--- src/rtl/core/sidt_pkg.sv ---
// sidt_pkg: shared constants, result status codes and the digit adjust function
// for the signed integer to decimal text block
// depends on nothing
package sidt_pkg;

  localparam int VALUE_W     = 32;
  localparam int CHAR_W      = 8;
  localparam int BCD_DIGITS  = 10;
  localparam int BCD_W       = 4 * BCD_DIGITS;
  localparam int CNT_W       = 4;
  localparam int SHIFT_CNT_W = $clog2(VALUE_W);
  localparam int CFG_W       = 8;
  localparam int APB_DATA_W  = 32;
  localparam int APB_ADDR_W  = 3;

  localparam logic [CFG_W-1:0] BUFFER_SIZE_RESET = 8'd12;

  typedef enum logic [1:0] {
    STATUS_OK      = 2'd0,
    STATUS_NO_ROOM = 2'd1,
    STATUS_TRUNC   = 2'd2
  } status_t;

  localparam logic [CHAR_W-1:0] CHAR_NUL   = 8'h00;
  localparam logic [CHAR_W-1:0] CHAR_ZERO  = 8'h30;
  localparam logic [CHAR_W-1:0] CHAR_MINUS = 8'h2D;

  // add 3 to a bcd digit of 5 or more ahead of the shift
  function automatic logic [3:0] dabble_adjust(input logic [3:0] d);
    logic [3:0] r;
    r = (d >= 4'd5) ? d + 4'd3 : d;
    return r;
  endfunction

endpackage

--- src/rtl/core/sidt_dabble.sv ---
// sidt_dabble: bit-serial binary to bcd converter (shift and add 3)
// one magnitude bit enters the bcd shift register per cycle
// depends on sidt_pkg
module sidt_dabble (
  input  logic                            clk,
  input  logic                            rst,
  input  logic                            load,
  input  logic [sidt_pkg::VALUE_W-1:0]    magnitude,
  output logic                            done,
  output logic [sidt_pkg::BCD_W-1:0]      bcd
);

  logic [sidt_pkg::VALUE_W-1:0]     bin;
  logic [sidt_pkg::SHIFT_CNT_W-1:0] count;
  logic                             running;
  logic [sidt_pkg::BCD_W-1:0]       adjusted;

  always_comb begin
    for (int i = 0; i < sidt_pkg::BCD_DIGITS; i++) begin
      adjusted[4*i +: 4] = sidt_pkg::dabble_adjust(bcd[4*i +: 4]);
    end
  end

  always_ff @(posedge clk) begin
    if (rst) begin
      running <= 1'b0;
      done    <= 1'b0;
      count   <= '0;
    end else begin
      done <= 1'b0;
      if (load) begin
        running <= 1'b1;
        count   <= '0;
      end else if (running) begin
        count <= count + 1'b1;
        if (count == sidt_pkg::SHIFT_CNT_W'(sidt_pkg::VALUE_W - 1)) begin
          running <= 1'b0;
          done    <= 1'b1;
        end
      end
    end
  end

  always_ff @(posedge clk) begin
    if (load) begin
      bin <= magnitude;
      bcd <= '0;
    end else if (running) begin
      bcd <= {adjusted[sidt_pkg::BCD_W-2:0], bin[sidt_pkg::VALUE_W-1]};
      bin <= {bin[sidt_pkg::VALUE_W-2:0], 1'b0};
    end
  end

endmodule

--- src/rtl/core/signed_int_to_decimal_text.sv ---
// signed_int_to_decimal_text: top level, command port, apb register and text sequencer
// depends on sidt_pkg and sidt_dabble
//
// A word is taken when start is high and busy is low. The value is made positive, turned
// into ten bcd digits by a bit-serial converter (one bit per cycle), leading zero
// digits are dropped one per cycle, and then one word a cycle leaves on the result ports:
// an optional '-', the digits most significant first and a terminator (code 0) with last,
// status and text_length. Each word is shown for exactly one cycle under strobe; the
// receiver cannot stall. buffer_size (apb offset 0, reset 12) is the room for the text
// including its terminator; with too little room for the first digit, or for a negative
// value's sign and first digit, only a status word goes out (char_valid low, status no
// room). The busy time of a value is set by the conversion loop, the digit-serial scan
// and the words it emits; a value without room goes straight to its status word.
module signed_int_to_decimal_text (
  input  logic                                clk,
  input  logic                                rst,
  // command side
  input  logic                                start,
  output logic                                busy,
  input  logic signed [sidt_pkg::VALUE_W-1:0] value,
  // result side
  output logic                                strobe,
  output logic [sidt_pkg::CHAR_W-1:0]         char_code,
  output logic                                char_valid,
  output logic                                last,
  output logic [1:0]                          status,
  output logic [sidt_pkg::CNT_W-1:0]          text_length,
  // apb register port
  input  logic                                psel,
  input  logic                                penable,
  input  logic                                pwrite,
  input  logic [sidt_pkg::APB_ADDR_W-1:0]     paddr,
  input  logic [sidt_pkg::APB_DATA_W-1:0]     pwdata,
  output logic [sidt_pkg::APB_DATA_W-1:0]     prdata,
  output logic                                pready
);

  // one-hot sequencer states
  typedef enum logic [6:0] {
    S_IDLE   = 7'b0000001,
    S_CONV   = 7'b0000010,
    S_SKIP   = 7'b0000100,
    S_PLAN   = 7'b0001000,
    S_SIGN   = 7'b0010000,
    S_DIGITS = 7'b0100000,
    S_TERM   = 7'b1000000
  } state_t;

  state_t state, state_next;

  logic [sidt_pkg::CFG_W-1:0]   buffer_size;
  logic                         neg;        // value was negative
  logic                         noroom;     // too little room, only a status word goes out
  logic                         trunc;      // digits cut short
  logic [sidt_pkg::BCD_W-1:0]   digits;     // bcd digits, most significant on top
  logic [sidt_pkg::CNT_W-1:0]   ndig;       // significant digits of the magnitude
  logic [sidt_pkg::CNT_W-1:0]   ecnt;       // digits still to emit

  logic                         accept;
  logic                         conv_done;
  logic [sidt_pkg::BCD_W-1:0]   conv_bcd;
  logic [sidt_pkg::VALUE_W-1:0] magnitude;
  logic                         noroom_in;
  logic [sidt_pkg::CFG_W-1:0]   room_left;  // room for digits after the sign
  logic                         trunc_c;
  logic [sidt_pkg::CNT_W-1:0]   ecnt_c;
  logic [3:0]                   top_digit;
  logic                         cfg_write;

  // ---------------------------------------------------------------- apb register
  assign pready    = 1'b1;
  assign cfg_write = psel && penable && pwrite && pready;

  always_ff @(posedge clk) begin
    if (rst) begin
      buffer_size <= sidt_pkg::BUFFER_SIZE_RESET;
    end else if (cfg_write && !paddr[2]) begin
      buffer_size <= pwdata[sidt_pkg::CFG_W-1:0];
    end
  end

  // only offset 0 holds a register; the upper word reads as zero
  assign prdata = paddr[2] ? '0
                           : {{(sidt_pkg::APB_DATA_W - sidt_pkg::CFG_W){1'b0}}, buffer_size};

  // ---------------------------------------------------------------- command side
  assign busy   = (state != S_IDLE);
  assign accept = start && !busy;

  // two's complement magnitude, the most negative value comes out right as unsigned
  assign magnitude = value[sidt_pkg::VALUE_W-1] ? (~value + 1'b1) : value;

  // a positive value or zero needs one character of room, a negative one two
  assign noroom_in = (buffer_size < 8'd2) ||
                     (value[sidt_pkg::VALUE_W-1] && (buffer_size < 8'd3));

  sidt_dabble u_dabble (
    .clk       (clk),
    .rst       (rst),
    .load      (accept && !noroom_in),
    .magnitude (magnitude),
    .done      (conv_done),
    .bcd       (conv_bcd)
  );

  // ---------------------------------------------------------------- planning
  assign top_digit = digits[sidt_pkg::BCD_W-1 -: 4];
  assign room_left = neg ? (buffer_size - 8'd2) : (buffer_size - 8'd1);
  assign trunc_c   = {{(sidt_pkg::CFG_W - sidt_pkg::CNT_W){1'b0}}, ndig} > room_left;
  // when truncating, room_left is below ndig, so its low bits hold it exactly
  assign ecnt_c    = trunc_c ? (room_left[sidt_pkg::CNT_W-1:0] - 1'b1) : ndig;

  // ---------------------------------------------------------------- sequencer
  always_comb begin
    state_next = state;
    unique case (state)
      S_IDLE: begin
        if (accept) begin
          state_next = noroom_in ? S_TERM : S_CONV;
        end
      end
      S_CONV: begin
        if (conv_done) begin
          state_next = S_SKIP;
        end
      end
      S_SKIP: begin
        if (!((top_digit == 4'd0) && (ndig != 4'd1))) begin
          state_next = S_PLAN;
        end
      end
      S_PLAN: begin
        if (neg) begin
          state_next = S_SIGN;
        end else begin
          state_next = (ecnt_c != '0) ? S_DIGITS : S_TERM;
        end
      end
      S_SIGN: begin
        state_next = (ecnt != '0) ? S_DIGITS : S_TERM;
      end
      S_DIGITS: begin
        if (ecnt == 4'd1) begin
          state_next = S_TERM;
        end
      end
      S_TERM: begin
        state_next = S_IDLE;
      end
      default: begin
        state_next = S_IDLE;
      end
    endcase
  end

  always_ff @(posedge clk) begin
    if (rst) begin
      state <= S_IDLE;
    end else begin
      state <= state_next;
    end
  end

  // working registers
  always_ff @(posedge clk) begin
    if (rst) begin
      neg    <= 1'b0;
      noroom <= 1'b0;
      trunc  <= 1'b0;
      ndig   <= '0;
      ecnt   <= '0;
    end else begin
      unique case (state)
        S_IDLE: begin
          if (accept) begin
            neg    <= value[sidt_pkg::VALUE_W-1];
            noroom <= noroom_in;
          end
        end
        S_CONV: begin
          if (conv_done) begin
            ndig <= sidt_pkg::CNT_W'(sidt_pkg::BCD_DIGITS);
          end
        end
        S_SKIP: begin
          // drop leading zero digits, a zero keeps its single digit
          if ((top_digit == 4'd0) && (ndig != 4'd1)) begin
            ndig <= ndig - 1'b1;
          end
        end
        S_PLAN: begin
          trunc <= trunc_c;
          ecnt  <= ecnt_c;
        end
        S_DIGITS: begin
          ecnt <= ecnt - 1'b1;
        end
        S_SIGN, S_TERM: begin
        end
        default: begin
        end
      endcase
    end
  end

  // bcd digit shift register, one digit leaves the top per cycle while zeros are skipped or digits emitted
  always_ff @(posedge clk) begin
    if ((state == S_CONV) && conv_done) begin
      digits <= conv_bcd;
    end else if (((state == S_SKIP) && (top_digit == 4'd0) && (ndig != 4'd1)) ||
                 (state == S_DIGITS)) begin
      digits <= {digits[sidt_pkg::BCD_W-5:0], 4'd0};
    end
  end

  // ---------------------------------------------------------------- result register
  always_ff @(posedge clk) begin
    if (rst) begin
      strobe <= 1'b0;
    end else begin
      strobe <= (state == S_SIGN) || (state == S_DIGITS) || (state == S_TERM);
    end
  end

  always_ff @(posedge clk) begin
    priority case (1'b1)
      (state == S_SIGN): begin
        char_code   <= sidt_pkg::CHAR_MINUS;
        char_valid  <= 1'b1;
        last        <= 1'b0;
        status      <= sidt_pkg::STATUS_OK;
        text_length <= '0;
      end
      (state == S_DIGITS): begin
        char_code   <= sidt_pkg::CHAR_ZERO + {4'd0, top_digit};
        char_valid  <= 1'b1;
        last        <= 1'b0;
        status      <= sidt_pkg::STATUS_OK;
        text_length <= '0;
      end
      (state == S_TERM): begin
        char_code   <= sidt_pkg::CHAR_NUL;
        char_valid  <= !noroom;
        last        <= 1'b1;
        if (noroom) begin
          status      <= sidt_pkg::STATUS_NO_ROOM;
          text_length <= '0;
        end else if (trunc) begin
          status      <= sidt_pkg::STATUS_TRUNC;
          text_length <= '0;
        end else begin
          status      <= sidt_pkg::STATUS_OK;
          text_length <= ndig;
        end
      end
      default: begin
      end
    endcase
  end

endmodule

--- config.mk ---
export PLATFORM = sky130hd
export DESIGN_NAME = signed_int_to_decimal_text
export DESIGN_NICKNAME = d
export VERILOG_FILES = /design/src/rtl/core/sidt_pkg.sv /design/src/rtl/core/sidt_dabble.sv /design/src/rtl/core/signed_int_to_decimal_text.sv
export SDC_FILE = /design/constraint.sdc
export NUM_CORES = 1
export LEC_CHECK = 0
export CAP_MARGIN = 25
export CORE_ASPECT_RATIO = 1.2
export CORE_UTILIZATION = 40
export DETAILED_ROUTE_END_ITERATION = 8
export DONT_BUFFER_PORTS = 1
export GPL_TIMING_DRIVEN = 1
export PLACE_DENSITY = 0.53
export SYNTH_ARGS = -nofsm -noshare
export SYNTH_HDL_FRONTEND = slang
export SYNTH_SLANG_ARGS = --single-unit
--- constraint.sdc ---
create_clock -name clk -period 4.65 [get_ports clk]
set_clock_uncertainty 0.05 [all_clocks]
set_input_delay 0.2325 -clock clk [delete_from_list [all_inputs] [get_ports clk]]
set_output_delay 0.2325 -clock clk [all_outputs]
set_load 0.03 [all_outputs]
==> flow_metrics.py <==
metrics = {
    "run_status": {
        "status": "finished clean",
    },
    "floorplan": {
        "die_w_um": 135,
        "start_util_pct": 40.6,
        "core_area_mm2": 0.0209,
        "pin_count": 124,
        "die_y_um": 162,
        "die_area_mm2": 0.0218,
        "num_rows": 58,
    },
    "synth": {
        "yosysTopAreaCellShare_pct": 25.5,
        "synth-edff-count": 72,
        "yosys_warnings": 0,
        "syn_avg_cell_area_um2": 8.90,
        "synth_ff_type": "dfxtp_1",
        "yosysTopAreaCell": "edfxtp_1",
        "yosys-top-cells-area": "edfxtp_1, dfxtp_1, nand2_1, a21oi_1, ha_1",
        "synthDistinctLibCells": 53,
        "synthesis.area_mm2": 0.00848,
        "yosysSeqAreaShare_pct": 46.2,
        "syn_inst": 953,
        "async_flop_share_pct": 0,
        "synth-seq-cells": 160,
    },
    "placed_design": {
        "port_buffers": 0,
        "place_area_mm2": 0.00864,
        "hpwl_um": 11700,
        "dp.cells": 1188,
        "gp_congestion": 0.809,
    },
    "timing": {
        "hold_viol": 0,
        "worst_pin_slew_ns": 0.833,
        "setup-tns-final_ns": 0,
        "fmax_ghz": 0.277,
        "slew_violations": 0,
        "period_minus_slack_ns": 3.60,
        "fin_crit_sh_pct": 77.5,
        "rsz0062_at_grt": "no",
        "slew_headroom_pct": 44.2,
        "setup_viol": 0,
    },
    "detailed_routing": {
        "vias_per_cell": 5.14,
        "dr.pass1.iters": 5,
        "drt_drc_violations_left": 0,
        "wl_per_cell_um": 14.1,
        "routed_wl_um": 17300,
        "initialDrtViolationCount": 272,
        "via_count": 6317,
        "antenna_left": 0,
    },
    "clocking": {
        "numCtsBuffers": 17,
        "htree_levels": 4,
        "postCtsSetupRepairBufs": 0,
        "insertion_delay_ns": 0.43,
        "clk_pin_slew_ns": 0.06,
        "cts_sinks": 160,
        "cts_resized": 0,
        "hold_buffers": 9,
        "root_buffer": "clkbuf_16",
        "cts_tree": "yes",
        "cts_buffer_depth": 2,
    },
    "worst_setup_path": {
        "arrival_ns": 3.91,
        "crit_fanout": 7,
        "crit_type": "register to register",
        "ff2ff_path_depth": 13,
        "critPathTopFamily": "compound AO/OA/AOI/OAI gates",
        "r2r_end": "ecnt[1]$_SDFFE_PP0P_",
        "reg2reg_from": "buffer_size[1]$_SDFFE_PP0P_",
        "critPathRequiredTime_ns": 4.96,
        "slowest_delay_ns": 0.55,
        "startpoint_type": "register",
        "rrSetupSlack_ns": 1.05,
        "end_kind": "register",
        "crit_chain": "inv_1 -> ha_1 -> nand3b_1 -> nand2_1 -> xnor2_1 -> inv_1 -> ha_1 -> and4_1 -> a2111oi_2 -> o221ai_1 -> a2111oi_4 -> mux2_2 -> o22ai_1",
        "critPathSlowestCell": "a2111oi_4",
        "path_buf_inv": 2,
    },
    "power": {
        "total_power_mw": 3.21,
        "peakVddDrop_uv": 267,
        "p_leak_nw": 3.44,
        "powerDensity_mw_per_mm2": 345,
    },
    "run": {
        "maxCapViolCount": 0,
    },
    "global_route": {
        "grt_max_degree": 59,
        "grt_util_all_layers_pct": 16.8,
        "grt_pass1_vias": 6037,
        "gr-total-overflow": 0,
        "grt_pass1_wl_um": 29000,
        "antenna_found_initial": 0,
    },
    "layout": {
        "drive_gt1_share_pct": 6.05,
        "final_cells": 1229,
        "antenna_cells": 0,
        "num-nets-final": 1055,
        "design_area_mm2": 0.00930,
        "utilization_pct": 44.5,
        "syn2layout_area_growth_pct": 9.59,
    },
    "hold_path": {
        "min_to": "state[6]$_SDFFE_PP0P_",
        "worstHoldStart": "rst",
        "hold_class": "input port to register",
        "hold_path_depth": 3,
    },
}
worst max-delay path by stage:
stage	from	to	cells past startpoint
2_1_floorplan	state[4]$_SDFFE_PP0P_	u_dabble.bin[0]$_SDFFCE_PN0P_	4
3_3_place_gp	buffer_size[1]$_SDFFE_PP0P_	ecnt[1]$_SDFFE_PP0P_	13
3_5_place_dp	buffer_size[1]$_SDFFE_PP0P_	ecnt[1]$_SDFFE_PP0P_	13
4_1_cts	buffer_size[1]$_SDFFE_PP0P_	ecnt[1]$_SDFFE_PP0P_	13
5_1_grt	buffer_size[1]$_SDFFE_PP0P_	ecnt[1]$_SDFFE_PP0P_	13
6_report	buffer_size[1]$_SDFFE_PP0P_	ecnt[1]$_SDFFE_PP0P_	13
power breakdown:
part	switching [mW]	internal (mW)	total, mW	leakage, nW
registers	0.0285	1.55	1.57	1.37
clock network	0.585	0.747	1.33	0.267
logic	0.204	0.0988	0.303	1.81
layout make-up:
class | instances | area [um2]
Clock inverter | 14 | 116
Tap cell | 270 | 338
Fill cell | 2110 | 11600
Sequential cell | 160 | 3920
Multi-Input combinational cell | 710 | 4150
Clock buffer | 18 | 439
Timing Repair Buffer | 19 | 188
Inverter | 38 | 143
cell families after synthesis:
kind of cell	share of synthesized area, %
muxes	2.99
other	0.0885
xor gates and xnor gates	6.30
adders and majority gates	5.31
and+or+nand+nor	19.3
buffers and inverters	6.13
AOI/OAI and AO/OA	13.6
DFF	46.2
cells in the mapped netlist, drive strengths merged, types with 5 or more instances:
library cell,n
o21ai,65
nand4,5
mux2i,22
nor2,107
clkbuf,34
nor3,27
nand2b,17
xor2,41
dfxtp,88
buf,36
inv,38
edfxtp,72
or4,7
o41ai,6
xnor2,20
a21oi,95
nor2b,7
nor4,13
nand3,20
o31ai,8
ha,36
a22o,7
nand2,133
or2,5
state kept, by name, summed over array words and instances, names as in the netlist, 2 cells and up:
register        cells
ndig                4
u_dabble.bin       32
u_dabble.bcd       40
text_length         4
status              2
u_dabble.count      5
digits             40
ecnt                4
state               7
char_code           6
buffer_size         8
placed cells by master, fill, tap and decap left out, types with 4 or more instances in the layout:
master           n
a21oi_1         95
buf_4            9
edfxtp_1        72
o21a_1           4
ha_1            36
conb_1          27
nand3_1         20
nor2b_1          7
inv_1           38
dlygate4sd3_1    8
o21ai_0         64
nor4_1          12
a22o_1           7
xor2_1          41
mux2i_1         22
nand4_1          5
clkbuf_16       17
dfxtp_1         88
nor2_1         106
nand2_1        133
xnor2_1         20
o31ai_1          8
nor3_1          26
nand2b_1        17
or2_2            5
or4_1            5
o41ai_1          6
routing by layer:
| metal | GRT usage, % | part of all wire [%] | up-vias |
|---|---|---|---|
| met5 | 0 | 0 | - |
| met4 | 7.30 | 2.4 | 0 |
| met3 | 3.58 | 3.2 | 31 |
| met2 | 28.6 | 49 | 98 |
| met1 | 20.2 | 45 | 2944 |
| li1 | - | - | 3244 |
metrics by stage:
step                      setup WS [ns]  hold WS, ns
after global routing              0.697       0.0299
after floorplan                   0.712        0.300
final                              1.05       0.0124
after CTS                         0.992      0.00158
after global placement             1.13        0.257
after detailed placement           1.00        0.260
tightest hold or removal path, stage by stage:
cell and delay (ns):
nor3_1 0.03, o21ai_0 0.12, a211oi_1 0.06
Power figures use the tool's default switching activity.
